### config.mk
export PLATFORM = sky130hd
export DESIGN_NAME = sorted_event_queue_unit
export DESIGN_NICKNAME = d
export VERILOG_FILES = /design/src/hw/rtl/seq_pkg.sv /design/src/hw/rtl/seq_cell.sv /design/src/hw/rtl/sorted_event_queue_unit.sv
export SDC_FILE = /design/constraint.sdc
export NUM_CORES = 2
export LEC_CHECK = 0
export BUFFER_PORTS_ARGS = -buffer_cell sky130_fd_sc_hd__buf_2
export CAP_MARGIN = 20
export CORE_MARGIN = 3
export CORE_UTILIZATION = 40
export DETAILED_ROUTE_END_ITERATION = 10
export GPL_ROUTABILITY_DRIVEN = 0
export SLEW_MARGIN = 20
export SYNTH_ARGS = -nofsm -noshare
export SYNTH_HDL_FRONTEND = slang
export SYNTH_SLANG_ARGS = --single-unit
### constraint.sdc
create_clock -name clk -period 23.8 [get_ports clk]
set_input_delay 4.76 -clock clk [delete_from_list [all_inputs] [get_ports clk]]
set_output_delay 4.76 -clock clk [all_outputs]
set_load 0.005 [all_outputs]
### src/hw/rtl/seq_pkg.sv
// ----------------------------------------------------------------------------
// seq_pkg: shared types and codes for the sorted event queue
// The entry layout, operation and status codes, and the per-cycle cell command.
// ----------------------------------------------------------------------------
package seq_pkg;

  localparam int unsigned KeyW   = 32;
  localparam int unsigned KindW  = 2;
  localparam int unsigned Tag1W  = 16;
  localparam int unsigned Tag2W  = 8;
  localparam int unsigned ClassW = 2;
  localparam int unsigned StatW  = 2;
  localparam int unsigned OccW   = 5;

  // operation codes
  localparam logic OP_INSERT = 1'b0;
  localparam logic OP_POP    = 1'b1;

  // status codes
  localparam logic [StatW-1:0] ST_OK    = 2'd0;
  localparam logic [StatW-1:0] ST_EMPTY = 2'd1;
  localparam logic [StatW-1:0] ST_FULL  = 2'd2;

  typedef struct packed {
    logic [KeyW-1:0]          key;
    logic [KindW-1:0]         kind;
    logic signed [Tag1W-1:0]  tag1;
    logic signed [Tag2W-1:0]  tag2;
    logic [ClassW-1:0]        cls;
  } entry_t;

  // command broadcast to every cell in a cycle
  typedef struct packed {
    logic   insert;   // place new entry, shift the tail right
    logic   pop;      // shift everything one cell toward the head
    entry_t fresh;    // entry being inserted
  } cell_cmd_t;

endpackage

### src/hw/rtl/seq_cell.sv
// ----------------------------------------------------------------------------
// seq_cell: one slot of the sorted queue
// Holds one entry and its valid bit; takes from the left on insert shift,
// from the right on pop, or the fresh entry where the insert lands.
// ----------------------------------------------------------------------------
module seq_cell
  import seq_pkg::*;
(
  input  logic      clk,
  input  logic      rst,
  input  cell_cmd_t cmd,
  input  logic      left_valid,
  input  entry_t    left_entry,
  input  logic      left_gt,
  input  logic      right_valid,
  input  entry_t    right_entry,
  output logic      valid,
  output entry_t    entry,
  output logic      gt
);

  // empty slots count as "greater", so the insert point is the first such slot
  assign gt = !valid || (entry.key > cmd.fresh.key);

  always_ff @(posedge clk) begin
    if (rst) begin
      valid <= 1'b0;
    end else if (cmd.pop) begin
      valid <= right_valid;
    end else if (cmd.insert && gt) begin
      valid <= left_gt ? left_valid : 1'b1;
    end
  end

  always_ff @(posedge clk) begin
    if (cmd.pop) begin
      entry <= right_entry;
    end else if (cmd.insert && gt) begin
      entry <= left_gt ? left_entry : cmd.fresh;
    end
  end

endmodule

### src/hw/rtl/sorted_event_queue_unit.sv
// ----------------------------------------------------------------------------
// sorted_event_queue_unit: stable sorted priority queue of timed events
// Each accepted word's result is registered and shown in the cycle after; throughput
// 1 word/cycle unless the output stalls, the cell row shifting once per word. Reset
// (sync, active high) empties the queue and the output register, not entry payloads.
// ----------------------------------------------------------------------------
module sorted_event_queue_unit
  import seq_pkg::*;
#(
  parameter int unsigned DEPTH = 16
) (
  input  logic                     clk,
  input  logic                     rst,
  // input channel
  input  logic                     in_valid,
  output logic                     in_stall,
  input  logic                     operation,
  input  logic [KeyW-1:0]          event_time,
  input  logic [KindW-1:0]         event_kind,
  input  logic signed [Tag1W-1:0]  first_tag,
  input  logic signed [Tag2W-1:0]  second_tag,
  input  logic [ClassW-1:0]        class_code,
  // output channel
  output logic                     out_valid,
  input  logic                     out_stall,
  output logic [StatW-1:0]         status,
  output logic [KeyW-1:0]          out_time,
  output logic [KindW-1:0]         out_kind,
  output logic signed [Tag1W-1:0]  out_first_tag,
  output logic signed [Tag2W-1:0]  out_second_tag,
  output logic [ClassW-1:0]        out_class,
  output logic [OccW-1:0]          occupancy
);

  localparam int unsigned CntW = $clog2(DEPTH + 1);

  // --------------------------------------------------------------------------
  // Handshake: the output register is the only buffer. A new word enters
  // whenever the register is empty or being drained in the same cycle.
  // --------------------------------------------------------------------------
  logic accept;
  assign in_stall = out_valid && out_stall;
  assign accept   = in_valid && !in_stall;

  // --------------------------------------------------------------------------
  // Fill count and operation decode
  // --------------------------------------------------------------------------
  logic [CntW-1:0] count;
  logic [CntW-1:0] count_next;
  logic            is_empty;
  logic            is_full;
  logic            do_pop;
  logic            do_insert;

  assign is_empty  = (count == '0);
  assign is_full   = (count == CntW'(DEPTH));
  assign do_pop    = accept && (operation == OP_POP) && !is_empty;
  assign do_insert = accept && (operation == OP_INSERT) && !is_full;

  always_comb begin
    count_next = count;
    if (do_pop) begin
      count_next = count - 1'b1;
    end else if (do_insert) begin
      count_next = count + 1'b1;
    end
  end

  always_ff @(posedge clk) begin
    if (rst) begin
      count <= '0;
    end else begin
      count <= count_next;
    end
  end

  // --------------------------------------------------------------------------
  // Cell row: cell 0 is the head (smallest key). Every cell compares its key
  // against the fresh one in parallel; the insert lands in the first cell that
  // is empty or strictly greater, so equal keys keep arrival order.
  // --------------------------------------------------------------------------
  cell_cmd_t cmd;
  assign cmd.insert       = do_insert;
  assign cmd.pop          = do_pop;
  assign cmd.fresh.key    = event_time;
  assign cmd.fresh.kind   = event_kind;
  assign cmd.fresh.tag1   = first_tag;
  assign cmd.fresh.tag2   = second_tag;
  assign cmd.fresh.cls    = class_code;

  logic   cell_valid [DEPTH];
  entry_t cell_entry [DEPTH];
  logic   cell_gt    [DEPTH];

  for (genvar i = 0; i < DEPTH; i++) begin : g_cell
    logic   lv;
    entry_t le;
    logic   lg;
    logic   rv;
    entry_t re;

    if (i == 0) begin : g_head
      assign lv = 1'b0;
      assign le = '0;
      assign lg = 1'b0;
    end else begin : g_mid
      assign lv = cell_valid[i-1];
      assign le = cell_entry[i-1];
      assign lg = cell_gt[i-1];
    end

    if (i == DEPTH - 1) begin : g_tail
      assign rv = 1'b0;
      assign re = '0;
    end else begin : g_body
      assign rv = cell_valid[i+1];
      assign re = cell_entry[i+1];
    end

    seq_cell u_cell (
      .clk         (clk),
      .rst         (rst),
      .cmd         (cmd),
      .left_valid  (lv),
      .left_entry  (le),
      .left_gt     (lg),
      .right_valid (rv),
      .right_entry (re),
      .valid       (cell_valid[i]),
      .entry       (cell_entry[i]),
      .gt          (cell_gt[i])
    );
  end

  // --------------------------------------------------------------------------
  // Result register: a pop on a non-empty queue reports the head cell, everything else zeros.
  // Occupancy is the low bits of the count after the operation.
  // --------------------------------------------------------------------------
  logic [CntW+OccW-1:0] occ_wide;
  assign occ_wide = {{OccW{1'b0}}, count_next};

  always_ff @(posedge clk) begin
    if (rst) begin
      out_valid <= 1'b0;
    end else if (accept) begin
      out_valid <= 1'b1;
    end else if (!out_stall) begin
      out_valid <= 1'b0;
    end
  end

  always_ff @(posedge clk) begin
    if (accept) begin
      out_time       <= '0;
      out_kind       <= '0;
      out_first_tag  <= '0;
      out_second_tag <= '0;
      out_class      <= '0;
      occupancy      <= occ_wide[OccW-1:0];
      if (operation == OP_POP) begin
        if (is_empty) begin
          status <= ST_EMPTY;
        end else begin
          status         <= ST_OK;
          out_time       <= cell_entry[0].key;
          out_kind       <= cell_entry[0].kind;
          out_first_tag  <= cell_entry[0].tag1;
          out_second_tag <= cell_entry[0].tag2;
          out_class      <= cell_entry[0].cls;
        end
      end else begin
        status <= is_full ? ST_FULL : ST_OK;
      end
    end
  end

endmodule

==> qor.yml <==
cts_tree: "done"
num-fill-cells: 14940
rows: 146
r2r_cells: 12
crit_end: "in_stall"
syn-instance-count: 6346
gr-usage-all-layers_pct: 28.21
cts.path.max_buffers: 3
grt_pass1_wl_um: 354500
cts_buffers: 120
power.internal_uw: 5107
cts.sinks: 1049
synth_fa_ha_area_share_pct: 9.993
synth-edff-count: 967
top_layer_used: "met5"
drt_iter0_drc: 7527
clkPwrFrac_pct: 23.9
synthMuxAreaShare_pct: 7.481
start_kind: "primary input"
netlist_area_um2: 64360
yosysTopAreaCell: "edfxtp_1"
yosys.area_share.xor_xnor_pct: 0.05443
yosys-top-cells-count: "edfxtp_1 (967), a21oi_1 (657), nand2_1 (634)"
numPortBuffers: 133
ctsHoldBuffers: 0
fin_nets: 6759
die_w_um: 407.1
wl_per_cell_um: 28.81
drc: 0
path_clk_slew_ns: 0.06
worstSetupEndpointType: "output pin"
grt_pass1_vias: 52040
post_cts_resized: 0
routed_wl_um: 243200
status: "complete, no violations"
setup_violations: 0
r2r-start: "count[0]"
period_share_pct: 41.60
fin_area_um2: 70710
maxSlewHeadroom_pct: 13.40
antenna_found_initial: 16
post_cts_buffers: 0
multiInputGateArea_um2: 31320
yosysUniqueCellTypes: 77
crit_path_start: "out_stall"
viasPerCell: 6.447
num_vias: 54420
finalHoldViolations: 0
area_delta_synth_final_pct: 9.872
switching_share_pct: 39.08
drive_above_1_share_pct: 8.287
crit_path_max_fanout: 2
dpl_cell_area_um2: 66470
ys.flop_type: "edfxtp_1"
synthSimpleGateAreaFrac_pct: 13.28
synth_seq_cells: 1049
synth_top_area_share_pct: 45.12
p_leak_uw: 0.02519
required_ns: 19.04
drv_slew: 0
dieArea_um2: 165700
peakVddDrop_uv: 80.28
worst_slew_pin_slew_ns: 1.299
powerDensity_nw_per_um2: 118.6
seqCellArea_um2: 30680
syn_area_per_cell_um2: 10.14
seq_power_share_pct: 40.5
cap_violations: 0
period_minus_slack_ns: 9.900
core-area_um2: 159100
overflow: 0
hpwl_um: 152700
drtAntennaViolNets: 0
clock.fmax_mhz: 101.0
seq_area_frac_synth_pct: 47.67
ctsHtreeMaxLevel: 3
async_flop_share_pct: 0
die_h_um: 407.1
start_util_pct: 40.45
wl_met3_um: 26530
skew_ns: 0.07498
yosysWarnings: 0
tns_ns: 0
p_comb_share_pct: 35.6
clock_latency_ns: 0.80
min_path_type: "reg -> reg"
m1WireLength_um: 99270
root_buffer: "clkbuf_16"
synth_top_family_by_area: "compound AO/OA/AOI/OAI gates"
r2r_end: "g_cell[6].u_cell.entry[34]"
grt_start_max_net_pins: 201
cp.arrival_ns: 5.14
firstDrtPassIters: 6
criticalPathCategory: "in -> out"
rsz0062_at_grt: "no"
synthMostInstantiatedCell: "edfxtp_1"
p_sw_uw: 3277
synth_compound_area_share_pct: 17.19
synth_area_leaders: "edfxtp_1 (45%), ha_1 (10%), mux2i_1 (7.5%)"
ff2ff_setup_slack_ns: 18.27
synthesis.nets: 6925
io_pins: 134
met2_length_um: 105000
## area by class of cell
type | count | area share [%]
Antenna cell | 8 | 0.02831
Clock buffer | 157 | 4.726
Clock inverter | 72 | 1.203
Inverter | 78 | 0.4176
Multi-Input combinational cell | 4697 | 44.30
Sequential cell | 1049 | 43.39
Tap cell | 2146 | 3.797
Timing Repair Buffer | 234 | 2.141
## critical path: stages
cell	delay, ns
buf_2	0.10
and2_1	0.16
buf_2	0.12
## registers in the layout, indices dropped and copies added (netlist names)
name / cells
count: 5
g_cell.u_cell.valid: 16
out_first_tag: 16
out_second_tag: 8
status: 2
out_valid: 1
g_cell.u_cell.entry: 960
occupancy: 5
out_time: 32
out_class: 2
out_kind: 2
## cells by family after synthesis
logic type               Yosys count
AND/OR/NAND/NOR                 1879
AO/OA/AOI/OAI                   1819
flip-flops                      1049
buffers and inverters            600
adder cells (fa/ha/maj)          514
multiplexers                     481
XOR/XNOR                           4
## worst min path at each step
stage / from / endpoint / slack, ns / depth (start not counted)
6_report: g_cell[15].u_cell.entry[7] / g_cell[15].u_cell.entry[7] / 0.52 / 2
3_5_place_dp: g_cell[10].u_cell.valid / g_cell[10].u_cell.valid / 0.50 / 2
2_1_floorplan: g_cell[10].u_cell.valid / g_cell[10].u_cell.valid / 0.47 / 2
4_1_cts: g_cell[10].u_cell.valid / g_cell[10].u_cell.valid / 0.52 / 2
3_3_place_gp: g_cell[10].u_cell.valid / g_cell[10].u_cell.valid / 0.50 / 2
5_1_grt: g_cell[15].u_cell.entry[6] / g_cell[15].u_cell.entry[6] / 0.54 / 2
## power by group through the flow
stage | Combinational (uW) | Clock (uW) | Sequential, uW
floorplan | 2020 | 0 | 3240
global placement | 2800 | 0 | 3410
detailed placement | 2910 | 0 | 3410
CTS | 2920 | 2020 | 3380
global route | 3240 | 2090 | 3450
finish | 2990 | 2000 | 3400
## per-stage QoR
step / utilization, % / power [uW] / hold slack, ns / setup slack [ns] / std cells
2_1_floorplan: - / 5253 / 0.4712 / 12.14 / 6346
3_3_place_gp: 41.71 / 6211 / 0.4994 / 13.24 / 8198
3_5_place_dp: 41.77 / 6318 / 0.5021 / 13.58 / 8202
4_1_cts: 44.41 / 8313 / 0.5183 / 13.90 / 8431
5_1_grt: 44.43 / 8777 / 0.5392 / 13.88 / 8435
6_report: 44.44 / 8384 / 0.5213 / 13.90 / 8441
## per-layer routing
layer	vias up	GRT usage, %
li1	23800	-
met1	26730	39.01
met2	3271	42.18
met3	612	5.700
met4	10	13.61
met5	-	0
## layout by cell type, fill, tap and decap left out, types with 16 or more instances in the layout
cell type,count
mux2i_1,481
nand4_1,223
nor4_1,71
ha_1,514
clkbuf_1,17
a211oi_1,126
nor2_1,611
buf_4,94
or3_1,35
clkbuf_16,120
inv_1,77
clkbuf_8,20
buf_2,134
clkinv_1,20
edfxtp_1,967
nor2b_1,30
nand3_1,80
a311oi_1,32
o21ai_1,144
o21ai_0,290
and4_1,16
o221a_2,28
o21a_1,16
nor3_1,59
a21oi_1,655
a21o_1,72
and2_1,63
dfxtp_1,81
clkinv_2,23
o211ai_1,211
a31oi_1,126
nand2_1,629
(Power assumes the default switching activity.)
